--- config.mk ---
export PLATFORM = sky130hd
export DESIGN_NAME = bounded_lifo_stack_unit_flat
export DESIGN_NICKNAME = d
export VERILOG_FILES = /design/src/bls_pkg.sv /design/src/bls_if.sv /design/src/bls_ctrl.sv /design/src/bls_datapath.sv /design/src/bounded_lifo_stack_unit.sv /design/src/flat_wrapper.sv
export SDC_FILE = /design/constraint.sdc
export NUM_CORES = 1
export LEC_CHECK = 0
export BUFFER_PORTS_ARGS = -buffer_cell sky130_fd_sc_hd__clkbuf_2
export CAP_MARGIN = 5
export CORE_MARGIN = 3
export CORE_UTILIZATION = 50
export CTS_CLUSTER_DIAMETER = 30
export DETAILED_ROUTE_END_ITERATION = 8
export GPL_TIMING_DRIVEN = 0
export PLACE_DENSITY = 0.67
export SETUP_SLACK_MARGIN = 0.02
export SYNTH_ARGS = -nofsm -noshare
export SYNTH_HDL_FRONTEND = slang
export SYNTH_SLANG_ARGS = --single-unit
--- constraint.sdc ---
create_clock -name clock -period 7.58 [get_ports clock]
set_clock_uncertainty 0.05 [all_clocks]
set_input_delay 0.758 -clock clock [delete_from_list [all_inputs] [get_ports clock]]
set_output_delay 0.758 -clock clock [all_outputs]
set_load 0.05 [all_outputs]
--- src/bls_pkg.sv ---
package bls_pkg;

   // Stack geometry
   localparam int DEPTH = 8;
   localparam int PTR_W = (DEPTH > 1) ? $clog2(DEPTH) : 1;
   localparam int LVL_W = $clog2(DEPTH + 1);

   // Field widths
   localparam int ACTION_W = 2;
   localparam int WORD_W   = 32;
   localparam int STATUS_W = 2;

   // Request actions
   localparam logic [ACTION_W-1:0] ACT_PUSH    = 2'd0;
   localparam logic [ACTION_W-1:0] ACT_POP     = 2'd1;
   localparam logic [ACTION_W-1:0] ACT_DISPLAY = 2'd2;
   localparam logic [ACTION_W-1:0] ACT_SEARCH  = 2'd3;

   // Response status codes
   localparam logic [STATUS_W-1:0] ST_OK        = 2'd0;
   localparam logic [STATUS_W-1:0] ST_OVERFLOW  = 2'd1;
   localparam logic [STATUS_W-1:0] ST_UNDERFLOW = 2'd2;

   // Result register load selects
   localparam int RES_W = 3;
   localparam logic [RES_W-1:0] RES_OK_NONE = 3'd0;  // ok, no data
   localparam logic [RES_W-1:0] RES_OVF     = 3'd1;
   localparam logic [RES_W-1:0] RES_UNDER   = 3'd2;
   localparam logic [RES_W-1:0] RES_DATA    = 3'd3;  // entry read from memory
   localparam logic [RES_W-1:0] RES_HIT     = 3'd4;  // search key found
   localparam logic [RES_W-1:0] RES_MISS    = 3'd5;  // search key not found

   typedef struct packed {
      logic             start;    // latch request, point at top entry
      logic             wr_push;  // write key on top, bump fill level
      logic             pop_dec;  // drop fill level by one
      logic             rd;       // read entry at scan pointer
      logic             step;     // move scan pointer down
      logic             res_load;
      logic [RES_W-1:0] res_sel;
   } bls_cmd_type;

   typedef struct packed {
      logic [ACTION_W-1:0] action;
      logic                empty;
      logic                full;
      logic                idx_zero;
      logic                match;
      logic                res_last;
   } bls_stat_type;

endpackage

--- src/bls_if.sv ---
interface bls_req_if;
   logic                                valid;
   logic                                ready;
   logic [bls_pkg::ACTION_W-1:0]        action;
   logic signed [bls_pkg::WORD_W-1:0]   value_in;

   modport source (output valid, action, value_in, input ready);
   modport sink   (input valid, action, value_in, output ready);
endinterface

interface bls_rsp_if;
   logic                                valid;
   logic                                ready;
   logic [bls_pkg::STATUS_W-1:0]        status;
   logic signed [bls_pkg::WORD_W-1:0]   value_out;
   logic                                found;
   logic                                last;

   modport source (output valid, status, value_out, found, last, input ready);
   modport sink   (input valid, status, value_out, found, last, output ready);
endinterface

--- src/bls_ctrl.sv ---
module bls_ctrl (
   input  logic                  clock,
   input  logic                  reset,
   input  logic                  req_valid,
   output logic                  req_ready,
   output logic                  rsp_valid,
   input  logic                  rsp_ready,
   input  bls_pkg::bls_stat_type stat,
   output bls_pkg::bls_cmd_type  cmd
);

   localparam logic [1:0] S_IDLE  = 2'd0;
   localparam logic [1:0] S_EXEC  = 2'd1;
   localparam logic [1:0] S_FETCH = 2'd2;
   localparam logic [1:0] S_RESP  = 2'd3;

   logic [1:0] state_ff;
   logic [1:0] state_in;

   assign req_ready = (state_ff == S_IDLE);
   assign rsp_valid = (state_ff == S_RESP);

   always_comb begin
      cmd      = '0;
      state_in = state_ff;
      case (state_ff)
         S_IDLE: begin
            if (req_valid) begin
               cmd.start = 1'b1;
               state_in  = S_EXEC;
            end
         end
         S_EXEC: begin
            cmd.res_load = 1'b1;
            state_in     = S_RESP;
            case (stat.action)
               bls_pkg::ACT_PUSH: begin
                  if (stat.full) begin
                     cmd.res_sel = bls_pkg::RES_OVF;
                  end else begin
                     cmd.wr_push = 1'b1;
                     cmd.res_sel = bls_pkg::RES_OK_NONE;
                  end
               end
               bls_pkg::ACT_POP: begin
                  if (stat.empty) begin
                     cmd.res_sel = bls_pkg::RES_UNDER;
                  end else begin
                     cmd.res_load = 1'b0;
                     cmd.pop_dec  = 1'b1;
                     cmd.rd       = 1'b1;
                     state_in     = S_FETCH;
                  end
               end
               bls_pkg::ACT_DISPLAY: begin
                  if (stat.empty) begin
                     cmd.res_sel = bls_pkg::RES_UNDER;
                  end else begin
                     cmd.res_load = 1'b0;
                     cmd.rd       = 1'b1;
                     state_in     = S_FETCH;
                  end
               end
               bls_pkg::ACT_SEARCH: begin
                  if (stat.empty) begin
                     cmd.res_sel = bls_pkg::RES_MISS;
                  end else begin
                     cmd.res_load = 1'b0;
                     cmd.rd       = 1'b1;
                     state_in     = S_FETCH;
                  end
               end
               default: begin
                  cmd.res_sel = bls_pkg::RES_OK_NONE;
               end
            endcase
         end
         S_FETCH: begin
            if (stat.action == bls_pkg::ACT_SEARCH) begin
               if (stat.match) begin
                  cmd.res_load = 1'b1;
                  cmd.res_sel  = bls_pkg::RES_HIT;
                  state_in     = S_RESP;
               end else if (stat.idx_zero) begin
                  cmd.res_load = 1'b1;
                  cmd.res_sel  = bls_pkg::RES_MISS;
                  state_in     = S_RESP;
               end else begin
                  cmd.step = 1'b1;
                  state_in = S_EXEC;
               end
            end else begin
               cmd.res_load = 1'b1;
               cmd.res_sel  = bls_pkg::RES_DATA;
               state_in     = S_RESP;
            end
         end
         S_RESP: begin
            if (rsp_ready) begin
               if (!stat.res_last) begin
                  // display walk continues with the next entry down
                  cmd.step = 1'b1;
                  state_in = S_EXEC;
               end else begin
                  state_in = S_IDLE;
               end
            end
         end
         default: begin
            state_in = S_IDLE;
         end
      endcase
   end

   always_ff @(posedge clock) begin
      if (reset) begin
         state_ff <= S_IDLE;
      end else begin
         state_ff <= state_in;
      end
   end

endmodule

--- src/bls_datapath.sv ---
module bls_datapath (
   input  logic                                clock,
   input  logic                                reset,
   input  logic [bls_pkg::ACTION_W-1:0]        req_action,
   input  logic signed [bls_pkg::WORD_W-1:0]   req_value_in,
   input  bls_pkg::bls_cmd_type                cmd,
   output bls_pkg::bls_stat_type               stat,
   output logic [bls_pkg::STATUS_W-1:0]        rsp_status,
   output logic signed [bls_pkg::WORD_W-1:0]   rsp_value_out,
   output logic                                rsp_found,
   output logic                                rsp_last
);

   logic [bls_pkg::WORD_W-1:0]   mem [0:bls_pkg::DEPTH-1];

   logic [bls_pkg::LVL_W-1:0]    fill_ff;
   logic [bls_pkg::LVL_W-1:0]    fill_in;
   logic [bls_pkg::LVL_W-1:0]    fill_dec;
   logic [bls_pkg::PTR_W-1:0]    idx_ff;
   logic [bls_pkg::ACTION_W-1:0] action_ff;
   logic [bls_pkg::WORD_W-1:0]   key_ff;
   logic [bls_pkg::WORD_W-1:0]   rd_data_ff;

   logic [bls_pkg::STATUS_W-1:0] status_ff;
   logic [bls_pkg::WORD_W-1:0]   value_ff;
   logic                         found_ff;
   logic                         last_ff;

   assign fill_dec = fill_ff - bls_pkg::LVL_W'(1);

   always_comb begin
      fill_in = fill_ff;
      if (cmd.wr_push) begin
         fill_in = fill_ff + bls_pkg::LVL_W'(1);
      end else if (cmd.pop_dec) begin
         fill_in = fill_dec;
      end
   end

   always_ff @(posedge clock) begin
      if (reset) begin
         fill_ff <= '0;
      end else begin
         fill_ff <= fill_in;
      end
   end

   // request capture and scan pointer
   always_ff @(posedge clock) begin
      if (cmd.start) begin
         action_ff <= req_action;
         key_ff    <= req_value_in;
         idx_ff    <= fill_dec[bls_pkg::PTR_W-1:0];
      end else if (cmd.step) begin
         idx_ff <= idx_ff - bls_pkg::PTR_W'(1);
      end
   end

   // stack memory, registered read
   always_ff @(posedge clock) begin
      if (cmd.wr_push) begin
         mem[fill_ff[bls_pkg::PTR_W-1:0]] <= key_ff;
      end
      if (cmd.rd) begin
         rd_data_ff <= mem[idx_ff];
      end
   end

   // result register
   always_ff @(posedge clock) begin
      if (cmd.res_load) begin
         status_ff <= bls_pkg::ST_OK;
         value_ff  <= '0;
         found_ff  <= 1'b0;
         last_ff   <= 1'b1;
         case (cmd.res_sel)
            bls_pkg::RES_OVF:   status_ff <= bls_pkg::ST_OVERFLOW;
            bls_pkg::RES_UNDER: status_ff <= bls_pkg::ST_UNDERFLOW;
            bls_pkg::RES_DATA: begin
               value_ff <= rd_data_ff;
               if (action_ff == bls_pkg::ACT_DISPLAY) begin
                  last_ff <= (idx_ff == '0);
               end
            end
            bls_pkg::RES_HIT: begin
               value_ff <= key_ff;
               found_ff <= 1'b1;
            end
            bls_pkg::RES_MISS: value_ff <= key_ff;
            default: ;
         endcase
      end
   end

   assign stat.action   = action_ff;
   assign stat.empty    = (fill_ff == '0);
   assign stat.full     = (fill_ff == bls_pkg::LVL_W'(bls_pkg::DEPTH));
   assign stat.idx_zero = (idx_ff == '0);
   assign stat.match    = (rd_data_ff == key_ff);
   assign stat.res_last = last_ff;

   assign rsp_status    = status_ff;
   assign rsp_value_out = value_ff;
   assign rsp_found     = found_ff;
   assign rsp_last      = last_ff;

endmodule

--- src/bounded_lifo_stack_unit.sv ---
// Push, and pop, display or search on an empty stack: execute, then response.
// Other pops: execute, memory fetch, response. Display: each entry from the
// top down, the next one fetched once the previous response is taken. Search:
// fetch from the top down until a match or the bottom entry. One request at a
// time; the next one is taken the cycle after the final response leaves.
// Reset (synchronous, active high) empties the stack; entries are not cleared.
module bounded_lifo_stack_unit (
   input  logic     clock,
   input  logic     reset,
   bls_req_if.sink  req_if,
   bls_rsp_if.source rsp_if
);

   bls_pkg::bls_cmd_type  cmd;
   bls_pkg::bls_stat_type stat;

   // Sequencer: steps each request through execute, memory fetch if needed and
   // response hand-off. Display and search revisit execute once per entry.
   bls_ctrl u_ctrl (
      .clock     (clock),
      .reset     (reset),
      .req_valid (req_if.valid),
      .req_ready (req_if.ready),
      .rsp_valid (rsp_if.valid),
      .rsp_ready (rsp_if.ready),
      .stat      (stat),
      .cmd       (cmd)
   );

   // Datapath: stack memory with one write and one registered read port,
   // fill level, scan pointer, key compare and the response register.
   bls_datapath u_datapath (
      .clock         (clock),
      .reset         (reset),
      .req_action    (req_if.action),
      .req_value_in  (req_if.value_in),
      .cmd           (cmd),
      .stat          (stat),
      .rsp_status    (rsp_if.status),
      .rsp_value_out (rsp_if.value_out),
      .rsp_found     (rsp_if.found),
      .rsp_last      (rsp_if.last)
   );

endmodule
--- src/flat_wrapper.sv ---
// flat-port wrapper written by rule: the top's interface ports become plain ports
module bounded_lifo_stack_unit_flat 
  (clock, reset, req_if_valid, req_if_action, req_if_value_in, req_if_ready, rsp_if_valid, rsp_if_status, rsp_if_value_out, rsp_if_found, rsp_if_last, rsp_if_ready);
  bls_req_if req_if_i ();
  bls_rsp_if rsp_if_i ();
  input  logic clock;
  input  logic reset;
  input wire logic [$bits(req_if_i.valid)-1:0] req_if_valid;
  input wire logic [$bits(req_if_i.action)-1:0] req_if_action;
  input wire logic [$bits(req_if_i.value_in)-1:0] req_if_value_in;
  output wire logic [$bits(req_if_i.ready)-1:0] req_if_ready;
  output wire logic [$bits(rsp_if_i.valid)-1:0] rsp_if_valid;
  output wire logic [$bits(rsp_if_i.status)-1:0] rsp_if_status;
  output wire logic [$bits(rsp_if_i.value_out)-1:0] rsp_if_value_out;
  output wire logic [$bits(rsp_if_i.found)-1:0] rsp_if_found;
  output wire logic [$bits(rsp_if_i.last)-1:0] rsp_if_last;
  input wire logic [$bits(rsp_if_i.ready)-1:0] rsp_if_ready;
  assign req_if_i.valid = req_if_valid;
  assign req_if_i.action = req_if_action;
  assign req_if_i.value_in = req_if_value_in;
  assign req_if_ready = req_if_i.ready;
  assign rsp_if_valid = rsp_if_i.valid;
  assign rsp_if_status = rsp_if_i.status;
  assign rsp_if_value_out = rsp_if_i.value_out;
  assign rsp_if_found = rsp_if_i.found;
  assign rsp_if_last = rsp_if_i.last;
  assign rsp_if_i.ready = rsp_if_ready;
  bounded_lifo_stack_unit u_core (.clock(clock), .reset(reset), .req_if(req_if_i), .rsp_if(rsp_if_i));
endmodule
==> results by group, run 1 <==
Floorplan
  • Die height: 178 um
  • CORE AREA: 0.0289 mm^2
  • Num rows: 62
  • # IOs: 76
  • Starting Density: 51.2%
  • Total die area: 0.0317 mm^2
  • Chip width: 178 um

Logic synthesis
  • Seq/Total Area, Yosys: 74.0%
  • Primary FF master, synth: edfxtp_1
  • Syn Nets: 800
  • Count leader, synth: edfxtp_1
  • Synthesized instance count: 749
  • Post-Syn Area: 0.0148 mm^2
  • Post-synth top cells: edfxtp_1, mux4_2, nand2_1
  • Post-synth ARST share: 0%
  • Top cells by area, synth: edfxtp_1, mux4_2, mux2_2
  • Post-synth top area cell: edfxtp_1
  • Synth Area per Inst: 19.8 um^2
  • Synth top area share: 73.2%
  • Post-synth EDFFs: 361
  • Ys Warns: 0
  • Netlist cell types: 48
  • Number of synthesized register bits: 367

CTS
  • Setup bufs post-CTS: 0
  • Hold Buf Count CTS: 0
  • Clk root buf: clkbuf_16
  • Post-CTS sizing: 0
  • TritonCTS Buffers: 73
  • CTS tree: built
  • CTS H-tree depth: 3
  • Max clock buf depth: 3
  • Clk slew on worst S/H paths: 0.05 ns
  • Clk_lat worst skew: 0.57 ns
  • Clk sinks: 367

Routing
  • Vias per cell: 5.77
  • 1st-iter DRT viols: 807
  • Post-route ant nets: 0
  • Avg WL per Cell: 24.4 um
  • Vias: 7904
  • First-pass DRT Iterations: 5
  • Drt total wl: 33400 um
  • Residual DRC: 0

Pwr
  • Static Leak: 6.29 nW
  • Worst vdd ir: 0.000224 V
  • Pwr Density: 377 mW/mm^2

Global route
  • Largest net degree at the start of global routing: 35
  • Vias in the first global route: 8254
  • Total gr overflow: 0
  • GRT Util Overall: 21.8%
  • First-pass GRT wire length: 50900 um
  • Antenna violations before repair: 0

Worst setup path
  • Reg2reg start: u_core.u_datapath.idx_ff[1]
  • Worst EP required: 7.82 ns
  • Crit path capture type: flip-flop
  • Largest delay share family, worst path: buffers and inverters
  • CP Max Fanout: 23
  • WS Path Type: flip-flop to flip-flop
  • Crit path from: u_core.u_datapath.idx_ff[1]
  • Crit-path cells: clkbuf_1 -> buf_1 -> inv_1 -> ha_1 -> nand2b_1 -> a21boi_0 -> a31oi_4 -> buf_12
  • Critical Path AT: 3.86 ns
  • CP Buf/Inv Count: 4
  • Delay of the slowest critical-path stage: 0.64 ns
  • Worst Setup Start Kind: flip-flop
  • Slowest cell on crit path: buf_1

Flow run
  • Maxcap violations: 0

Worst hold path
  • Min-delay src: req_if_value_in[28]
  • HP Class: input port to flip-flop

Cells and area
  • # diodes: 0
  • Post-layout util: 64.4%
  • Layout fillers: 1924
  • Reg area: 0.0110 mm^2
  • Area of the multi-input gates: 0.00366 mm^2
  • Final cell count without fillers: 1369
  • Share of layout cells above drive strength 1: 39.6%
  • Nets: 976
  • Area Overhead vs Synth: 25.8%

STA
  • Worst hold margin: 0.316 ns
  • Unrepaired setup endpoints after global routing: false
  • Max Freq: 276 MHz
  • Slew Viols, Final: 0
  • Worst rel slew slack: 37.6%
  • Final setup viols: 0
  • Tcrit/Tclk final: 47.8%
  • Hold Fails Final Rpt: 0
  • Worst Max-Slew Pin Slew: 0.936 ns
  • Final period demand of the worst path: 3.62 ns

Place
  • Placed cell count: 1234
  • Gpl congestion: 0.780
  • Dpl hpwl: 21400 um
  • Port bufs: 74

Outcome
  • Status: complete, no violations
-- cells in the final DEF, fill, tap and decap left out, types with 3 or more instances in the layout --
| cell type | count |
|---|---|
| nand3b_1 | 3 |
| bufinv_16 | 11 |
| nor3_1 | 6 |
| dfxtp_1 | 6 |
| buf_4 | 7 |
| nor2_1 | 6 |
| buf_6 | 18 |
| inv_6 | 11 |
| edfxtp_1 | 361 |
| clkinvlp_4 | 11 |
| mux4_2 | 64 |
| a221o_1 | 32 |
| buf_16 | 3 |
| buf_8 | 3 |
| clkbuf_1 | 17 |
| buf_2 | 17 |
| inv_1 | 12 |
| clkinv_1 | 8 |
| o21ai_0 | 3 |
| nand2_1 | 46 |
| nand3_1 | 4 |
| nor4_1 | 9 |
| mux2_2 | 32 |
| clkinv_2 | 3 |
| nor3_2 | 33 |
| mux2i_1 | 4 |
| xor2_1 | 35 |
| clkbuf_16 | 73 |
| clkbuf_2 | 74 |
| clkinv_4 | 12 |
| ha_1 | 13 |
| nor2_4 | 3 |
| a21oi_1 | 3 |
-- layer usage --
layer  vias to the layer above  routed length (um)  track usage, %  part of all wire [%]
met4                         0                 470            6.64                   1.4
met3                        42                2130            4.02                   6.4
met2                       350               16700            35.2                    50
met5                         -                   0               0                     0
li1                       3462                   -               -                     -
met1                      4050               14100            30.7                    42
-- registers in the layout, indices dropped and copies added (netlist names) --
name,count
u_core.u_datapath.fill_ff,4
u_core.u_datapath.rsp_value_out,32
u_core.u_datapath.rsp_last,1
u_core.u_ctrl.state_ff,2
u_core.u_datapath.rsp_found,1
u_core.u_datapath.action_ff,2
u_core.u_datapath.rsp_status,2
u_core.u_datapath.key_ff,32
u_core.u_datapath.idx_ff,3
u_core.u_datapath.rd_data_ff,32
u_core.u_datapath.mem,256
-- power by group --
part           internal, mW  switching [mW]
Combinational         0.445           0.677
Sequential             2.49           0.137
Clock                  2.17            1.10
Total                  5.11            1.91
-- metrics by stage --
step           setup TNS [ns]  instance area (um^2)  setup WS [ns]  power [mW]
2_1_floorplan               0                 14800           2.86        3.43
3_3_place_gp           -21.57                 15700         -0.676        3.74
3_5_place_dp                0                 16100           3.97        3.79
4_1_cts                     0                 18600           3.93        7.08
5_1_grt                     0                 18600           3.74        7.27
6_report                    0                 18600           3.96        7.02
-- worst paths after layout --
| kind | to | slack (ns) | depth (start not counted) |
|---|---|---|---|
| worst min-delay path | u_core.u_datapath.key_ff[28] | 0.32 | 1 |
| worst max-delay path | u_core.u_datapath.rsp_value_out[3] | 3.96 | 8 |
| worst min register to register | u_core.u_datapath.rsp_value_out[0] | 0.55 | 1 |
| worst max register to register | u_core.u_datapath.rsp_value_out[3] | 3.96 | 8 |
-- cells by family after synthesis --
kind of cell	synth area share, %
flops	74.0
fa+ha+maj	1.10
simple gates	5.07
compound gates	3.48
buf+inv	1.72
xor+xnor	2.19
mux	12.4
-- area by class of cell --
cell class	instances	share of cell area [%]
Clock buffer	76	9.87
Timing Repair Buffer	101	3.85
Tap cell	384	2.58
Sequential cell	367	58.9
Multi-Input combinational cell	330	19.7
Buffer	38	1.08
Clock inverter	59	3.82
Inverter	14	0.282
Note: power is estimated with default switching activity, not from simulation.
==> run 2: changes to the inputs <==
==> constraint.sdc (replaced) <==
create_clock -name clock -period 3.6 [get_ports clock]
set_clock_uncertainty 0.05 [all_clocks]
set_input_delay 0.36 -clock clock [delete_from_list [all_inputs] [get_ports clock]]
set_output_delay 0.36 -clock clock [all_outputs]
set_load 0.05 [all_outputs]
==> run 2 against run 1 <==
Non-clock buffer count is 32 higher. Largest power group unchanged. Register-to-register slack worse by 3.7 ns. Sequential power is 110% higher. Clock power is 93% higher. Worst hold slack worse by 0.19 ns. Flip-flop and latch count stayed put. Setup slack worse by 3.7 ns. Sequential share of layout area is 0.46 points lower. Utilization is 0.51 points higher. Design area is 0.79% higher. Critical path depth stayed put. Clock-buffer cell count is 1 lower.
==> results by group, run 2 (same netlist as run 1, synthesis figures left out) <==
Outcome
  • Status: complete, no violations

Pwr
  • P_int: 10.3 mW
  • Pwr Density: 759 mW/mm^2
  • Static Leak: 6.35 nW
  • Gate power share: 17.0%
  • Fraction of power spent switching nets: 27.7%
  • Worst vdd ir: 0.000617 V
  • Flop pwr share: 38.7%
  • Switching power total: 3.95 mW
  • Clock network power share: 44.3%
  • Total power: 14.2 mW

Routing
  • Drt total wl: 34400 um
  • 1st-iter DRT viols: 854
  • Vias per cell: 5.86
  • Post-route ant nets: 0
  • Residual DRC: 0
  • Avg WL per Cell: 24.7 um
  • Vias: 8164
  • First-pass DRT Iterations: 5

Cells and area
  • Final cell count without fillers: 1393
  • Reg area: 0.0110 mm^2
  • Area Overhead vs Synth: 26.7%
  • Most common cell after layout, fill and taps aside: edfxtp_1
  • Nets: 1005
  • Area of the multi-input gates: 0.00368 mm^2
  • # diodes: 0
  • Post-layout util: 64.9%
  • Commonest non-fill, non-tap cells in the layout: edfxtp_1, clkbuf_2, clkbuf_16
  • Max reg flops: 256
  • Share of layout cells above drive strength 1: 37.6%
  • Layout fillers: 1945

Flow run
  • Maxcap violations: 0

STA
  • Worst rel slew slack: 35.0%
  • Tcrit/Tclk final: 93.2%
  • Final setup viols: 0
  • Unrepaired setup endpoints after global routing: false
  • Max Freq: 298 MHz
  • Slew Viols, Final: 0
  • Final period demand of the worst path: 3.36 ns
  • Hold Fails Final Rpt: 0
  • Worst Max-Slew Pin Slew: 0.975 ns
  • Worst hold margin: 0.123 ns

CTS
  • CTS tree: built
  • Clk root buf: clkbuf_16
  • Clk_lat worst skew: 0.56 ns
  • TritonCTS Buffers: 70
  • CTS H-tree depth: 3
  • Clk sinks: 367
  • Max clock buf depth: 3
  • Clk slew on worst S/H paths: 0.05 ns
  • Setup bufs post-CTS: 0

Floorplan
  • Num rows: 62
  • Die height: 178 um
  • Total die area: 0.0317 mm^2
  • # IOs: 76
  • Starting Density: 51.2%
  • CORE AREA: 0.0289 mm^2
  • Chip width: 178 um

Worst hold path
  • Worst hold stages: 2
  • HP Class: input port to flip-flop

Worst setup path
  • Worst Setup Start Kind: flip-flop
  • Critical Path AT: 3.60 ns
  • Worst EP required: 3.84 ns
  • WS Path Type: flip-flop to flip-flop
  • Reg-to-reg slack, setup: 0.24 ns
  • CP Max Fanout: 23
  • R2R cell count: 8
  • Crit path capture type: flip-flop

Global route
  • Antenna violations before repair: 0
  • Total gr overflow: 0
  • First-pass GRT wire length: 51800 um
  • Largest net degree at the start of global routing: 35
  • Vias in the first global route: 8588
  • GRT Util Overall: 22.2%

Place
  • Port bufs: 74
  • Dpl hpwl: 21800 um
  • Placed cell count: 1232
  • Gpl congestion: 0.786
-- run 2: changes by cell type in the layout (fill, tap and decap cells not counted), moves of 2 or more --
cell / previous run / this run
dlygate4sd3_1: 0 / 34
clkinvlp_4: 11 / 7
buf_6: 18 / 20
clkinv_4: 12 / 4
clkinv_8: 0 / 2
bufinv_16: 11 / 6
buf_4: 7 / 0
buf_12: 1 / 3
clkinv_2: 3 / 12
clkbuf_16: 73 / 71
-- run 2: routing by layer --
metal / track usage (%) / routed length, um
met3: 4.56 / 2630
met5: 0 / 0
met2: 36.0 / 16800
met4: 7.00 / 792
met1: 30.6 / 14200
-- run 2: what timing repair did --
item,4_1_cts,5_1_grt
hold endpoints to repair,34,0
gates resized for setup,1,0
hold buffers,34,0
setup endpoints to repair,23,0
-- run 2: path summary, 6_finish.rpt --
| path | startpoint | end |
|---|---|---|
| min reg2reg | u_core.u_datapath.rd_data_ff[23] | u_core.u_datapath.rsp_value_out[23] |
| min | reset | u_core.u_datapath.fill_ff[3] |
| max | u_core.u_datapath.idx_ff[1] | u_core.u_datapath.rsp_value_out[15] |
| max reg2reg | u_core.u_datapath.idx_ff[1] | u_core.u_datapath.rsp_value_out[15] |
-- run 2: final cells by class --
class,count,share of cell area [%]
clock buffers,75,9.55
plain buffers,38,1.08
well taps,384,2.56
multi-input cells,330,19.6
inverters,14,0.280
flip-flops and latches,367,58.4
repair buffers,133,5.77
clock inverters,52,2.78
-- run 2: power by group through the flow --
stage	sequential (mW)	clock [mW]	combinational, mW
after global routing	5.56	6.63	2.57
after detailed placement	5.59	0	2.40
after CTS	5.52	6.39	2.44
final	5.52	6.31	2.42
after floorplan	5.81	0	1.41
after global placement	5.58	0	2.27
-- run 2: critical path: stages (launching register included) --
cell and delay [ns]:
edfxtp_1 0.36, clkbuf_1 0.46, buf_2 0.42, inv_1 0.12, ha_1 0.20, nand2b_1 0.22
a21boi_0 0.56, a31oi_4 0.39, buf_12 0.28
-- run 2: per-stage QoR --
stage	setup WS (ns)	setup TNS, ns	instance area, um^2
finish	0.245	0	18800
global route	0.0564	0	18800
CTS	0.257	0	18800
detailed placement	-0.0245	-0.516	16100
global placement	-2.80	-512.92	15700
floorplan	-0.296	-27.04	14800
